$ cat config.mk
export PLATFORM = sky130hd
export DESIGN_NAME = double_ended_stack_queue
export DESIGN_NICKNAME = d
export VERILOG_FILES = /design/src/sv/desq_pkg.sv /design/src/sv/desq_ctrl.sv /design/src/sv/desq_dp.sv /design/src/sv/double_ended_stack_queue.sv
export VERILOG_INCLUDE_DIRS = /design/src /design/src/sv
export SDC_FILE = /design/constraint.sdc
export NUM_CORES = 1
export LEC_CHECK = 0
export BUFFER_PORTS_ARGS = -buffer_cell sky130_fd_sc_hd__buf_2
export CORE_UTILIZATION = 36
export DETAILED_ROUTE_END_ITERATION = 10
export GPL_TIMING_DRIVEN = 1
export PLACE_DENSITY_LB_ADDON = 0.2
export SLEW_MARGIN = 15
export SYNTH_ARGS = -nofsm -noshare
export SYNTH_HDL_FRONTEND = slang
export SYNTH_SLANG_ARGS = --single-unit
export TNS_END_PERCENT = 50
$ cat constraint.sdc
create_clock -name clock -period 12.4 [get_ports clock]
set_clock_uncertainty 0.05 [all_clocks]
set_input_delay 1.24 -clock clock [delete_from_list [all_inputs] [get_ports clock]]
set_output_delay 1.24 -clock clock [all_outputs]
set_load 0.02 [all_outputs]
$ cat src/sv/double_ended_stack_queue_defines.svh
// ----------------------------------------------------------------------------
// Double-ended stack/queue assertion macros
// Shorthand for the concurrent checks used inside the deque modules.
// ----------------------------------------------------------------------------
`ifndef DOUBLE_ENDED_STACK_QUEUE_DEFINES_SVH
`define DOUBLE_ENDED_STACK_QUEUE_DEFINES_SVH

// The consequent must hold in the same cycle as the antecedent.
`define DESQ_ASSERT_SAME(label, clk, rst, ante, cons) \
   label: assert property (@(posedge clk) disable iff (rst) (ante) |-> (cons)) \
      else $error("deque check failed: same-cycle implication");

// The consequent must hold in the cycle after the antecedent.
`define DESQ_ASSERT_NEXT(label, clk, rst, ante, cons) \
   label: assert property (@(posedge clk) disable iff (rst) (ante) |=> (cons)) \
      else $error("deque check failed: next-cycle implication");

`endif

$ cat src/sv/desq_pkg.sv
// ----------------------------------------------------------------------------
// Double-ended stack/queue package
// Transfer types, operation and status codes, controller states and the
// command/status bundles between the controller and the datapath.
// ----------------------------------------------------------------------------
package desq_pkg;

   typedef enum logic [2:0] {
      MODE_PUSH_FRONT = 3'd0,
      MODE_PUSH_BACK  = 3'd1,
      MODE_POP        = 3'd2,
      MODE_PEEK       = 3'd3,
      MODE_DUMP       = 3'd4
   } desq_mode_type;

   typedef enum logic [1:0] {
      STAT_OK         = 2'd0,
      STAT_POP_EMPTY  = 2'd1,
      STAT_PEEK_EMPTY = 2'd2,
      STAT_FULL       = 2'd3
   } desq_status_type;

   typedef enum logic [1:0] {
      S_IDLE,
      S_PEEK,
      S_DUMP
   } desq_state_type;

   typedef struct packed {
      logic [2:0]          mode;
      logic signed [31:0]  value;
   } desq_req_type;

   typedef struct packed {
      logic signed [31:0]  data;
      logic [1:0]          status;
      logic                last;
   } desq_rsp_type;

   typedef struct packed {
      logic            wr_front;
      logic            wr_back;
      logic            pop;
      logic            rd_first;
      logic            rd_next;
      logic            emit_data;
      logic            emit_last;
      logic            emit_err;
      desq_status_type err_code;
   } desq_cmd_type;

   typedef struct packed {
      logic empty;
      logic full;
      logic dump_last;
   } desq_sts_type;

endpackage

$ cat src/sv/desq_ctrl.sv
// ----------------------------------------------------------------------------
// Deque controller
// Decodes each accepted request and sequences peek and dump reads.
// ----------------------------------------------------------------------------
module desq_ctrl (
   input  logic                  clock,
   input  logic                  reset,
   input  logic                  start,
   input  logic [2:0]            mode,
   input  desq_pkg::desq_sts_type sts,
   output logic                  busy,
   output desq_pkg::desq_cmd_type cmd
);

   desq_pkg::desq_state_type state_ff;
   desq_pkg::desq_state_type state_in;

   always_ff @(posedge clock) begin
      if (reset) begin
         state_ff <= desq_pkg::S_IDLE;
      end else begin
         state_ff <= state_in;
      end
   end

   always_comb begin
      cmd      = '0;
      cmd.err_code = desq_pkg::STAT_OK;
      state_in = state_ff;
      busy     = (state_ff != desq_pkg::S_IDLE);
      unique case (state_ff)
         desq_pkg::S_IDLE: begin
            if (start) begin
               unique case (mode)
                  desq_pkg::MODE_PUSH_FRONT: begin
                     if (sts.full) begin
                        cmd.emit_err = 1'b1;
                        cmd.err_code = desq_pkg::STAT_FULL;
                     end else begin
                        cmd.wr_front = 1'b1;
                     end
                  end
                  desq_pkg::MODE_PUSH_BACK: begin
                     if (sts.full) begin
                        cmd.emit_err = 1'b1;
                        cmd.err_code = desq_pkg::STAT_FULL;
                     end else begin
                        cmd.wr_back = 1'b1;
                     end
                  end
                  desq_pkg::MODE_POP: begin
                     if (sts.empty) begin
                        cmd.emit_err = 1'b1;
                        cmd.err_code = desq_pkg::STAT_POP_EMPTY;
                     end else begin
                        cmd.pop = 1'b1;
                     end
                  end
                  desq_pkg::MODE_PEEK: begin
                     if (sts.empty) begin
                        cmd.emit_err = 1'b1;
                        cmd.err_code = desq_pkg::STAT_PEEK_EMPTY;
                     end else begin
                        cmd.rd_first = 1'b1;
                        state_in     = desq_pkg::S_PEEK;
                     end
                  end
                  desq_pkg::MODE_DUMP: begin
                     // An empty store dumps nothing.
                     if (!sts.empty) begin
                        cmd.rd_first = 1'b1;
                        state_in     = desq_pkg::S_DUMP;
                     end
                  end
                  default: begin
                  end
               endcase
            end
         end
         desq_pkg::S_PEEK: begin
            cmd.emit_data = 1'b1;
            cmd.emit_last = 1'b1;
            state_in      = desq_pkg::S_IDLE;
         end
         desq_pkg::S_DUMP: begin
            cmd.emit_data = 1'b1;
            cmd.emit_last = sts.dump_last;
            if (sts.dump_last) begin
               state_in = desq_pkg::S_IDLE;
            end else begin
               cmd.rd_next = 1'b1;
            end
         end
         default: begin
            state_in = desq_pkg::S_IDLE;
         end
      endcase
   end

endmodule

$ cat src/sv/desq_dp.sv
// ----------------------------------------------------------------------------
// Deque datapath
// Ring storage with front pointer and occupancy count, read register,
// dump offset counter and the registered result stage.
// ----------------------------------------------------------------------------
`include "double_ended_stack_queue_defines.svh"

module desq_dp #(
   parameter int DEPTH = 32
) (
   input  logic                   clock,
   input  logic                   reset,
   input  logic signed [31:0]     value,
   input  desq_pkg::desq_cmd_type cmd,
   output desq_pkg::desq_sts_type sts,
   output logic                   rsp_strobe,
   output desq_pkg::desq_rsp_type rsp_payload
);

   localparam int AW = $clog2(DEPTH);
   localparam int CW = $clog2(DEPTH + 1);
   localparam logic [AW:0]   DEPTH_X = (AW + 1)'(DEPTH);
   localparam logic [AW-1:0] LAST_SLOT = AW'(DEPTH - 1);
   localparam logic [CW-1:0] DEPTH_C = CW'(DEPTH);

   logic signed [31:0]     mem_ff [DEPTH];
   logic signed [31:0]     rd_data_ff;
   logic [AW-1:0]          front_ff;
   logic [AW-1:0]          front_in;
   logic [CW-1:0]          count_ff;
   logic [CW-1:0]          count_in;
   logic [AW-1:0]          idx_ff;
   logic [AW-1:0]          idx_in;
   logic                   rsp_strobe_ff;
   desq_pkg::desq_rsp_type rsp_ff;
   desq_pkg::desq_rsp_type rsp_in;
   logic [AW-1:0]          front_dec;
   logic [AW-1:0]          front_inc;
   logic [AW-1:0]          idx_next;
   logic [AW-1:0]          wr_addr;
   logic [AW-1:0]          rd_addr;
   logic [CW-1:0]          idx_count;

   // Ring addition: both operands are below DEPTH, so one subtract wraps it.
   function automatic logic [AW-1:0] wrap_add(input logic [AW-1:0] a,
                                              input logic [AW-1:0] b);
      logic [AW:0] s;
      s = {1'b0, a} + {1'b0, b};
      if (s >= DEPTH_X) begin
         s = s - DEPTH_X;
      end
      return s[AW-1:0];
   endfunction

   assign front_dec = (front_ff == '0) ? LAST_SLOT : front_ff - 1'b1;
   assign front_inc = (front_ff == LAST_SLOT) ? '0 : front_ff + 1'b1;
   assign idx_next  = idx_ff + 1'b1;
   assign idx_count = CW'(idx_ff) + CW'(1);

   assign sts.empty     = (count_ff == '0);
   assign sts.full      = (count_ff == DEPTH_C);
   assign sts.dump_last = (idx_count == count_ff);

   // Push at the back lands count slots past the front; count is below DEPTH here.
   assign wr_addr = cmd.wr_front ? front_dec : wrap_add(front_ff, count_ff[AW-1:0]);
   assign rd_addr = cmd.rd_first ? front_ff : wrap_add(front_ff, idx_next);

   always_ff @(posedge clock) begin
      if (cmd.wr_front || cmd.wr_back) begin
         mem_ff[wr_addr] <= value;
      end
      if (cmd.rd_first || cmd.rd_next) begin
         rd_data_ff <= mem_ff[rd_addr];
      end
   end

   always_comb begin
      front_in = front_ff;
      count_in = count_ff;
      idx_in   = idx_ff;
      if (cmd.wr_front) begin
         front_in = front_dec;
         count_in = count_ff + 1'b1;
      end else if (cmd.wr_back) begin
         count_in = count_ff + 1'b1;
      end else if (cmd.pop) begin
         front_in = front_inc;
         count_in = count_ff - 1'b1;
      end
      if (cmd.rd_first) begin
         idx_in = '0;
      end else if (cmd.rd_next) begin
         idx_in = idx_next;
      end
   end

   always_comb begin
      rsp_in        = '0;
      rsp_in.status = desq_pkg::STAT_OK;
      if (cmd.emit_err) begin
         rsp_in.status = cmd.err_code;
         rsp_in.last   = 1'b1;
      end else if (cmd.emit_data) begin
         rsp_in.data = rd_data_ff;
         rsp_in.last = cmd.emit_last;
      end
   end

   always_ff @(posedge clock) begin
      if (reset) begin
         front_ff      <= '0;
         count_ff      <= '0;
         idx_ff        <= '0;
         rsp_strobe_ff <= 1'b0;
      end else begin
         front_ff      <= front_in;
         count_ff      <= count_in;
         idx_ff        <= idx_in;
         rsp_strobe_ff <= cmd.emit_err || cmd.emit_data;
      end
   end

   always_ff @(posedge clock) begin
      rsp_ff <= rsp_in;
   end

   assign rsp_strobe  = rsp_strobe_ff;
   assign rsp_payload = rsp_ff;

   `DESQ_ASSERT_SAME(a_count_range, clock, reset, 1'b1, count_ff <= DEPTH_C)
   `DESQ_ASSERT_NEXT(a_push_grows, clock, reset, cmd.wr_front || cmd.wr_back, count_ff == $past(count_ff) + 1'b1)
   `DESQ_ASSERT_SAME(a_read_nonempty, clock, reset, cmd.emit_data || cmd.rd_first || cmd.rd_next, !sts.empty)
   `DESQ_ASSERT_NEXT(a_last_strobed, clock, reset, cmd.emit_data && cmd.emit_last, rsp_strobe_ff && rsp_ff.last)

endmodule

$ cat src/sv/double_ended_stack_queue.sv
// Push, pop, unknown modes and error results leave the controller idle; a new request is taken next cycle.
// Error results appear on the response port in the cycle after the request transfer.
// Peek: the read passes the read register and the result stage; busy holds off a new request in the peek state.
// Dump of N entries: one entry per cycle from the single read port; busy stays high until the last is read.
// Synchronous active-high reset empties the store (front and count cleared); contents are not cleared.
// Results are strobed for one cycle and cannot be stalled.
// ----------------------------------------------------------------------------
// Double-ended stack/queue
// Bounded ring of signed 32-bit values with push/pop at the front, append at
// the back, peek, and a full front-to-back dump.
// ----------------------------------------------------------------------------
module double_ended_stack_queue #(
   parameter int DEPTH = 32
) (
   input  logic                   clock,
   input  logic                   reset,
   input  logic                   start,
   output logic                   busy,
   input  desq_pkg::desq_req_type req_payload,
   output logic                   rsp_strobe,
   output desq_pkg::desq_rsp_type rsp_payload
);

   desq_pkg::desq_cmd_type cmd;
   desq_pkg::desq_sts_type sts;

   desq_ctrl u_ctrl (
      .clock (clock),
      .reset (reset),
      .start (start),
      .mode  (req_payload.mode),
      .sts   (sts),
      .busy  (busy),
      .cmd   (cmd)
   );

   desq_dp #(
      .DEPTH (DEPTH)
   ) u_dp (
      .clock       (clock),
      .reset       (reset),
      .value       (req_payload.value),
      .cmd         (cmd),
      .sts         (sts),
      .rsp_strobe  (rsp_strobe),
      .rsp_payload (rsp_payload)
   );

endmodule

# Word-level counts from Yosys, hierarchy flattened
# Memories as Yosys holds them, arrays and structs flattened. A register that Yosys moved wholly into a read port is not among the register bits.
# Index checks and enable logic that the tools add are counted.
# totals
mem_count,1
inputBits,38
reg_bits,54
word_cells,92
output_inout_bits,37
ram_bits,1024
# op_classes
muxes,38
n_lt_le_gt_ge,2
addsub,10
eq_ne,15
n_bitwise,1
n_reduce_logical,17
# memory_table
name,words,word_bits,read_ports,rd_ports_with_merged_regs,write_ports,line,source
u_dp.mem_ff,32,32,1,1,1,desq_dp.sv:26,logic signed [31:0] mem_ff [DEPTH];
# ops
operator,count
$mux 5,9
$mux 6,3
$mux 3,5
$sub 5x1->5 const B,3
$add 5x5->6,2
$ge 6x6->1 const B,2
$pmux 2 s2,3
$mux 1,11
$add 5x1->5 const B,2
$ne 3x3->1 const B,3
$pmux 3 s3,1
$mux 2,4
$mux 4,2
$reduce_or 2->1,4
$add 5x1->6 const B,1
$add 6x1->6 const B,1
$eq 3x2->1 const B,2
$eq 6x6->1,1
$eq 6x6->1 const B,1
$logic_not 6->1,1
$sub 6x1->6 const B,1
$eq 5x5->1 const B,1
$logic_not 5->1,1
$reduce_and 5->1,1
other kinds (14),18

# Longest topological paths before layout
# Gate-level depths: netlist of run 1.
# depth
depth_word,8
mapped_depth,13
depth_no_buf,10

# By module
# Synthesis of run 1 repeated with hierarchy kept, for this count alone.
# hier_totals
cells_unflattened,3895
hier_area_um2,48901.9
# by_module_without_submodules
module,area_each_um2,n_inst,seq_area_each_um2,cells_per_inst
desq_dp,48587.8,1,32751.4,3855
desq_ctrl,314.1,1,40.0,40

# Least setup slack after synthesis of run 1
# Ideal clock, no wire load.
# synth_path
path_type,input -> register
startpoint,input req_payload[34] (netlist name)
endpoint,"memory u_dp.mem_ff[21][0], enable pin"
t_arrival_ps,4298
setup_slack_ps,7631
path_buffers,1
setup_ps,421
stages,7
t_required_ps,11929
cell_sequence,nand3b_1 > a2111oi_0 > and3_1 > o21bai_1 > or3b_2 > clkbuf_1 > nor2_1
# synth_between
elab_chain_cells,7
word_cells_on_any_way,10
cone_classes,1 x eq/ne; 7 x mux; 2 x reduce/logical
# synth_lines
item,line,source
"start, declared",double_ended_stack_queue.sv:19,"input desq_pkg::desq_req_type req_payload,"
$eq 3x1->1 or $logic_not 3->1 (tied branches),desq_ctrl.sv:34,unique case (mode)
$mux 1,desq_ctrl.sv:34,
$mux 4 *,desq_ctrl.sv:33,if (start) begin
$mux 4 *,desq_ctrl.sv:31,unique case (state_ff)
$logic_or 1x1->1,desq_dp.sv:69,if (cmd.wr_front || cmd.wr_back) begin
$mux 1,desq_dp.sv:69,
$mux 1 (implied by the code),desq_dp.sv:70,mem_ff[wr_addr] <= value;
"end, declared",desq_dp.sv:26,
# Every way passes the cells marked *; elsewhere a longest branch is shown, timed or not.

# Worst setup path in the final report of run 1
# layout_path
startpoint,register u_dp.count_ff[1]
endpoint,"register u_dp.rd_data_ff[20], read port of u_dp.mem_ff, data pin"
# layout_between
elab_chain_cells,6
word_cells_on_any_way,10
cone_classes,1 x eq/ne; 7 x mux; 2 x reduce/logical
# layout_lines
item,line,source
"start, declared",desq_dp.sv:30,logic [CW-1:0] count_ff;
"start signal, assigned",desq_dp.sv:117,count_ff <= count_in;
$logic_not 6->1,desq_dp.sv:60,assign sts.empty = (count_ff == '0);
$mux 1,"desq_ctrl.sv:60, desq_ctrl.sv:70",
$mux 1,--,
$mux 4,desq_ctrl.sv:33,
$mux 4,desq_ctrl.sv:31,
$mux 5 or $logic_or 1x1->1 (tied branches),"desq_dp.sv:66, desq_dp.sv:72",
"end, declared",desq_dp.sv:27,logic signed [31:0] rd_data_ff;
# Parallel ways exist; a longest one is shown, timed or not.
# A chain may end at the register's enable or synchronous reset.

==> results.txt, run 1 <==
----------------------------------------------------
[STA]
  Max Slew Vio Count ... 0
  Unrepaired setup endpoints after global routing ... false
  Actual transition at the worst max-transition pin ... 1.164 ns
  Worst Hold Slack ... 0.4439 ns
  Shortest period the worst path allows ... 5.754 ns
  Number of setup violations in the final report ... 0
  Total negative slack for setup checks ... 0 ns
  Share of the clock period used by the worst path ... 46.40%
  Final Hold Violating Endpoints ... 0
  Slew HR ... 22.42%
  Peak Freq ... 0.1738 GHz

[Synth]
  Most instantiated flip-flop cell in the synthesis netlist ... sky130_fd_sc_hd__edfxtp_1
  Mean instance size in the synthesized netlist ... 15.66 um^2
  Number of enable flip-flop cells after synthesis ... 1056
  Synth top area cells ... sky130_fd_sc_hd__edfxtp_1, sky130_fd_sc_hd__mux2i_1, sky130_fd_sc_hd__a22oi_1, sky130_fd_sc_hd__a21oi_1, sky130_fd_sc_hd__dfxtp_1
  Syn nets ... 2839
  Post-synthesis instance area ... 43550 um^2
  Synthesized instance count ... 2781
  Flop and latch count out of synthesis ... 1110
  Portion of the post-synthesis area used by sequential elements ... 75.30%
  Number of warnings reported in the yosys synthesis log ... 0
  Unique masters post-synth ... 60
  Most area-hungry cell type in the Yosys netlist ... sky130_fd_sc_hd__edfxtp_1
  Proportion of synthesized flip-flops having asynchronous set or reset ... 0%
  Area share of the leading cell type in the synthesized netlist ... 72.82%

[Die]
  Horizontal die dimension ... 349.8 um
  Std-Cell Core Area ... 120000 um^2
  Die Outline Area ... 122400 um^2
  Initial Utilization ... 36.30%
  Number of I/O pins ... 75
  Die height ... 349.8 um
  Floorplan row count ... 127

[Clock network]
  Clock sink total ... 1110
  CTS Hold Bufs ... 0
  Post-CTS repair timing setup buffer count ... 0
  Clock tree from TritonCTS ... yes
  Resized Gates After CTS ... 0
  Maximum clock path buffer count ... 3
  Clock network latency to the later pin of the worst-skew pair ... 0.71 ns
  CTS H-Tree Depth ... 3
  Num CTS Buffers ... 112
  Clock tree root driver cell ... sky130_fd_sc_hd__clkbuf_16
  CTS clk-pin slew, worst paths ... 0.06 ns

[Cells and area]
  Register area ... 32790 um^2
  Commonest non-fill, non-tap cells in the layout ... sky130_fd_sc_hd__edfxtp_1, sky130_fd_sc_hd__nand2_1, sky130_fd_sc_hd__a21oi_1
  Signed area change from the synthesized netlist to the final layout ... 13.76%
  Share of layout cells above drive strength 1 ... 12.83%
  Number of inserted filler cells in the final layout ... 10690
  Count of placed standard cells in the final layout, fillers left out ... 4544
  Final net count ... 2894
  Post-route standard cell area excluding fillers ... 49540 um^2
  Total area of multi-input combinational cells ... 10100 um^2
  Utilization of the core after routing ... 41.29%
  Leading cell type in the layout, fill and taps excluded ... sky130_fd_sc_hd__edfxtp_1

[Worst setup path]
  Reg-to-reg slack, setup ... 6.65 ns
  Reg-to-reg endpoint ... u_dp.rd_data_ff[20]$_DFFE_PP_
  Data arrival time at the worst-slack endpoint ... 6.15 ns
  Critical path required time ... 12.80 ns
  Nature of the critical path endpoint ... register
  Worst R2R Start ... u_dp.count_ff[1]$_SDFFE_PP0P_
  Largest fanout of any net on the critical path ... 100
  Reg2Reg Depth ... 11
  Critical Path Start Type ... register
  Category of the most critical setup path ... register to register

[Worst hold path]
  Class of the tightest hold or removal check ... register to register
  Hold Crit Start ... u_dp.idx_ff[1]$_SDFFE_PP0P_
  End of the worst hold path ... u_dp.idx_ff[1]$_SDFFE_PP0P_
  Number of cells on the worst hold path ... 2

[Route]
  Total via count after detailed routing ... 24750
  Count of routing violations after the opening detailed-route iteration ... 2447
  Routed Wire Length ... 120.8 mm
  DR pass1 iterations ... 5
  DRT antenna net count ... 0
  Avg WL per Cell ... 26.58 um
  DRC violation count after routing ... 0
  Via-per-instance ratio ... 5.447

[Global route]
  Antenna violations before repair ... 17
  Maximum number of pins on one net before global-route repair ... 184
  Overflow left after global routing ... 0
  Wire length of the first global-routing pass ... 171.2 mm
  Overall global routing resource usage ... 19.47%
  Vias in the first global route ... 24370

[Status]
  Status ... finished, final reports clean

[Power and ir drop]
  Worst-case vdd ir drop ... 129.6 uV
  Power density cells ... 164.7 nW/um^2
  Cell leakage power ... 16.47 nW

[Flow run]
  Max-Cap Viols ... 0

[Placement]
  DP HPWL ... 59.55 mm
  Routability Congestion ... 0.7867
  Number of cells after detailed placement ... 4334
  IO Port Bufs ... 74
  Area after detailed placement ... 45770 um^2

----------------------------------------------------
synth_stat cells, types with 3 or more instances:
master	instances
sky130_fd_sc_hd__buf_6	8
sky130_fd_sc_hd__inv_1	15
sky130_fd_sc_hd__dfxtp_1	54
sky130_fd_sc_hd__clkbuf_1	112
sky130_fd_sc_hd__o21ai_0	8
sky130_fd_sc_hd__xor2_1	9
sky130_fd_sc_hd__nand3_1	12
sky130_fd_sc_hd__nand4_1	4
sky130_fd_sc_hd__xnor2_1	16
sky130_fd_sc_hd__mux2i_1	260
sky130_fd_sc_hd__nor2_1	62
sky130_fd_sc_hd__buf_2	43
sky130_fd_sc_hd__and3_1	36
sky130_fd_sc_hd__a22oi_1	257
sky130_fd_sc_hd__o211ai_1	3
sky130_fd_sc_hd__and2_1	4
sky130_fd_sc_hd__nor4_2	32
sky130_fd_sc_hd__or3_1	3
sky130_fd_sc_hd__buf_4	20
sky130_fd_sc_hd__o21ai_1	3
sky130_fd_sc_hd__a21oi_1	277
sky130_fd_sc_hd__o21a_1	3
sky130_fd_sc_hd__a21o_1	5
sky130_fd_sc_hd__edfxtp_1	1056
sky130_fd_sc_hd__nor3_1	5
sky130_fd_sc_hd__nand2_1	282
sky130_fd_sc_hd__o22ai_1	129
sky130_fd_sc_hd__nand2b_1	5
sky130_fd_sc_hd__ha_1	18
metrics by stage:
stage / power [mW] / setup WS [ns]
2_1_floorplan: 4.637 / 7.631
6_report: 8.158 / 6.646
3_5_place_dp: 4.828 / 6.208
5_1_grt: 8.408 / 6.278
3_3_place_gp: 4.816 / 6.274
4_1_cts: 8.229 / 6.683
flip-flops by register name, indices dropped and copies added, names as in the netlist:
name              count
u_ctrl.state_ff       2
u_dp.count_ff         6
u_dp.idx_ff           5
u_dp.mem_ff        1024
u_dp.rsp_payload     35
u_dp.front_ff         5
u_dp.rsp_strobe       1
u_dp.rd_data_ff      32
area by class of cell:
| class | count | share of cell area, % |
|---|---|---|
| Antenna cell | 2 | 0.01010 |
| Clock buffer | 149 | 6.350 |
| Clock inverter | 59 | 1.217 |
| Inverter | 15 | 0.1137 |
| Multi-Input combinational cell | 1468 | 20.38 |
| Sequential cell | 1110 | 66.20 |
| Tap cell | 1612 | 4.072 |
| Timing Repair Buffer | 129 | 1.657 |
power by group:
group	internal [mW]	switching [mW]	total, mW
registers	4.14	0.0139	4.15
clock network	1.97	1.44	3.41
logic	0.197	0.401	0.598
worst max-delay path, cell delays in order (launching register included):
cell	delay [ns]
sky130_fd_sc_hd__dfxtp_1	0.42
sky130_fd_sc_hd__inv_1	0.13
sky130_fd_sc_hd__ha_1	0.16
sky130_fd_sc_hd__or4b_1	0.58
sky130_fd_sc_hd__o221ai_2	0.68
sky130_fd_sc_hd__mux2i_4	0.33
sky130_fd_sc_hd__buf_4	0.57
sky130_fd_sc_hd__buf_4	0.74
sky130_fd_sc_hd__buf_4	0.96
sky130_fd_sc_hd__a22oi_1	0.25
sky130_fd_sc_hd__o22ai_1	0.43
sky130_fd_sc_hd__nor4_2	0.07
layer usage:
metal | vias up | GRT usage [%] | share of wire [%] | wire, um
li1 | 11000 | - | - | -
met1 | 12770 | 25.53 | 42 | 51220
met2 | 782 | 32.81 | 49 | 59150
met3 | 184 | 2.908 | 5.5 | 6593
met4 | 14 | 6.874 | 3.1 | 3705
met5 | - | 0 | 0.073 | 88
worst max path at each step:
| stage | startpoint | to | slack [ns] | cells past startpoint |
|---|---|---|---|---|
| floorplan | req_payload[34] | u_dp.mem_ff[21][0]$_DFFE_PP_ | 7.63 | 7 |
| detailed placement | req_payload[33] | u_dp.rd_data_ff[13]$_DFFE_PP_ | 6.21 | 10 |
| CTS | u_dp.count_ff[1]$_SDFFE_PP0P_ | u_dp.rd_data_ff[13]$_DFFE_PP_ | 6.68 | 11 |
| finish | u_dp.count_ff[1]$_SDFFE_PP0P_ | u_dp.rd_data_ff[20]$_DFFE_PP_ | 6.65 | 11 |
| global placement | req_payload[33] | u_dp.rd_data_ff[13]$_DFFE_PP_ | 6.27 | 10 |
| global route | u_dp.count_ff[1]$_SDFFE_PP0P_ | u_dp.rd_data_ff[24]$_DFFE_PP_ | 6.28 | 12 |
logic make-up (layout without fill, tap and decap cells):
kind of cell               Yosys count  in the layout  share of synthesized area (%)
AOI/OAI and AO/OA                  700            700                          10.08
xor gates and xnor gates            28             28                         0.6637
adders and majority gates           20             20                         0.6092
buffers and inverters              203            352                          2.238
DFF                               1110           1110                          75.30
muxes                              262            262                          6.034
other                                0              2                              0
and+or+nand+nor                    458            458                          5.069
(Power assumes the default switching activity.)
==> inputs of run 2 (changes only) <==
- clock period: 12.4 -> 5.1 ns (I/O delays scaled with it)
==> results.txt, run 2 (synthesized netlist as in run 1, its figures left out) <==
----------------------------------------------------
[Status]
  Status ... finished, final reports clean

[Route]
  Total via count after detailed routing ... 25090
  DRC violation count after routing ... 0
  DRT antenna net count ... 0
  Count of routing violations after the opening detailed-route iteration ... 2256
  Avg WL per Cell ... 26.50 um
  DR pass1 iterations ... 6
  Via-per-instance ratio ... 5.474
  Routed Wire Length ... 121.5 mm

[Global route]
  Layer carrying the most global-route usage ... met2
  Vias in the first global route ... 24850
  Antenna violations before repair ... 7
  Maximum number of pins on one net before global-route repair ... 161
  Global routing usage on met3 ... 2.679%
  Routing usage on met2 ... 33.33%
  Overall global routing resource usage ... 19.71%
  Met1 track demand over resource in global routing ... 26.29%
  Wire length of the first global-routing pass ... 174.8 mm
  Overflow left after global routing ... 0

[Clock network]
  Post-CTS repair timing setup buffer count ... 0
  Resized Gates After CTS ... 0
  CTS clk-pin slew, worst paths ... 0.06 ns
  Clock tree from TritonCTS ... yes
  CTS Hold Bufs ... 0
  Num CTS Buffers ... 112
  Clock network latency to the later pin of the worst-skew pair ... 0.69 ns
  Clock tree root driver cell ... sky130_fd_sc_hd__clkbuf_16
  Maximum clock path buffer count ... 3
  Clock sink total ... 1110
  CTS H-Tree Depth ... 3

[Cells and area]
  Final net count ... 2933
  Post-route standard cell area excluding fillers ... 50100 um^2
  Leading cell type in the layout, fill and taps excluded ... sky130_fd_sc_hd__edfxtp_1
  Share of layout cells above drive strength 1 ... 14.05%
  Max reg flops ... 1024
  Utilization of the core after routing ... 41.76%
  Commonest non-fill, non-tap cells in the layout ... sky130_fd_sc_hd__edfxtp_1, sky130_fd_sc_hd__nand2_1, sky130_fd_sc_hd__a21oi_1
  Most flops, register ... u_dp.mem_ff
  Signed area change from the synthesized netlist to the final layout ... 15.04%

[Worst setup path]
  Critical path required time ... 5.51 ns
  Data arrival time at the worst-slack endpoint ... 4.49 ns
  Reg-to-reg slack, setup ... 1.02 ns
  Category of the most critical setup path ... register to register
  Worst path cell trace ... ha_1 -> fa_1 -> a21o_1 -> a21oi_1 -> xnor2_1 -> nor3_1 -> o211ai_1 -> buf_4 -> o22ai_1 -> nor4_2
  Critical Path Start Type ... register
  Reg2Reg Depth ... 10
  Dominant delay contributor by cell family on the critical path ... compound AO/OA/AOI/OAI gates
  Nature of the critical path endpoint ... register
  Max incr delay on CP ... 0.72 ns
  Largest fanout of any net on the critical path ... 18
  Slowest library cell on the worst path ... sky130_fd_sc_hd__o211ai_1
  Worst R2R Start ... u_dp.idx_ff[0]$_SDFFE_PP0P_
  Total buffers and inverters traversed by the critical path ... 1
  Reg-to-reg endpoint ... u_dp.rd_data_ff[5]$_DFFE_PP_

[STA]
  Max Slew Vio Count ... 0
  Slew HR ... 35.58%
  Actual transition at the worst max-transition pin ... 0.9662 ns
  Peak Freq ... 0.2452 GHz
  Share of the clock period used by the worst path ... 79.97%
  Unrepaired setup endpoints after global routing ... false
  Setup WS post-layout ... 1.021 ns
  Shortest period the worst path allows ... 4.079 ns
  Final Hold Violating Endpoints ... 0
  Total negative slack for setup checks ... 0 ns
  Number of setup violations in the final report ... 0

[Worst hold path]
  Number of cells on the worst hold path ... 3
  Hold Crit Start ... req_payload[32]
  End of the worst hold path ... u_dp.rsp_payload[2]$_SDFF_PN0_
  Class of the tightest hold or removal check ... input port to register

[Power and ir drop]
  Total power ... 19.78 mW
  Power density cells ... 394.9 nW/um^2
  Worst-case vdd ir drop ... 237.4 uV
  Cell leakage power ... 16.75 nW

[Placement]
  DP HPWL ... 65.37 mm
  Routability Congestion ... 0.8119
  Area after detailed placement ... 46410 um^2
  IO Port Bufs ... 74
  Worst Setup Slack post-DPL ... 1.040 ns

[Die]
  Initial Utilization ... 36.30%
  Die height ... 349.8 um
  Std-Cell Core Area ... 120000 um^2
  Number of I/O pins ... 75
  Floorplan row count ... 127
  Horizontal die dimension ... 349.8 um
  Die Outline Area ... 122400 um^2

[Flow run]
  Max-Cap Viols ... 0

----------------------------------------------------
==> run 2: cell count changes in the layout (fill, tap and decap cells not counted), moves of 2 or more <==
cell	before	now
sky130_fd_sc_hd__buf_4	52	63
sky130_fd_sc_hd__clkinv_8	2	0
sky130_fd_sc_hd__clkbuf_1	20	22
sky130_fd_sc_hd__clkinv_1	19	14
sky130_fd_sc_hd__clkinv_2	20	28
sky130_fd_sc_hd__inv_16	3	0
sky130_fd_sc_hd__buf_12	3	31
sky130_fd_sc_hd__inv_6	1	3
==> run 2: worst max-delay path by stage <==
stage,from,end,slack [ns],cells after the start
global placement,u_dp.count_ff[1]$_SDFFE_PP0P_,u_dp.mem_ff[27][10]$_DFFE_PP_,1.08,10
floorplan,u_dp.count_ff[1]$_SDFFE_PP0P_,u_dp.mem_ff[25][0]$_DFFE_PP_,0.83,9
finish,u_dp.idx_ff[0]$_SDFFE_PP0P_,u_dp.rd_data_ff[5]$_DFFE_PP_,1.02,10
global route,u_dp.count_ff[1]$_SDFFE_PP0P_,u_dp.rd_data_ff[5]$_DFFE_PP_,0.85,12
detailed placement,u_dp.idx_ff[0]$_SDFFE_PP0P_,u_dp.rd_data_ff[5]$_DFFE_PP_,1.04,11
CTS,u_dp.idx_ff[0]$_SDFFE_PP0P_,u_dp.rd_data_ff[5]$_DFFE_PP_,1.01,11
==> run 2: cell type report <==
cell class	count	area (um^2)
antenna	3	7.507
sequential	1110	32790
inverter	15	56.30
tap	1612	2017
fill	10710	69880
multi-input combinational	1468	10080
timing repair buffer	168	1464
clock inverter	57	535.5
clock buffer	150	3139
==> run 2: worst min-delay path, delay by kind of cell <==
kind | cells | cell delay, ns
buffers and inverters | 1 | 0.16
AO/OA/AOI/OAI | 1 | 0.07
AND/OR/NAND/NOR | 1 | 0.09
==> run 2: power by group <==
| part | leakage [nW] | total, mW | internal [mW] | switching (mW) |
|---|---|---|---|---|
| combinational | 5.00 | 1.51 | 0.504 | 1.00 |
| sequential | 9.93 | 10.1 | 10.1 | 0.0309 |
| clock | 1.82 | 8.19 | 4.76 | 3.43 |
==> run 2: routing by layer <==
metal  vias to the layer above  routed length (um)
li1                      11090                   -
met1                     13070               52420
met2                       737               59740
met3                       181                6069
met4                         4                3200
met5                         -                  31
==> run 2: metrics by stage <==
stage                     hold WS (ns)  std cells
final                           0.1478       4583
after global routing            0.1329       4580
after CTS                       0.1164       4580
after detailed placement        0.4144       4373
after global placement          0.4083       4373
after floorplan                 0.3931       2781
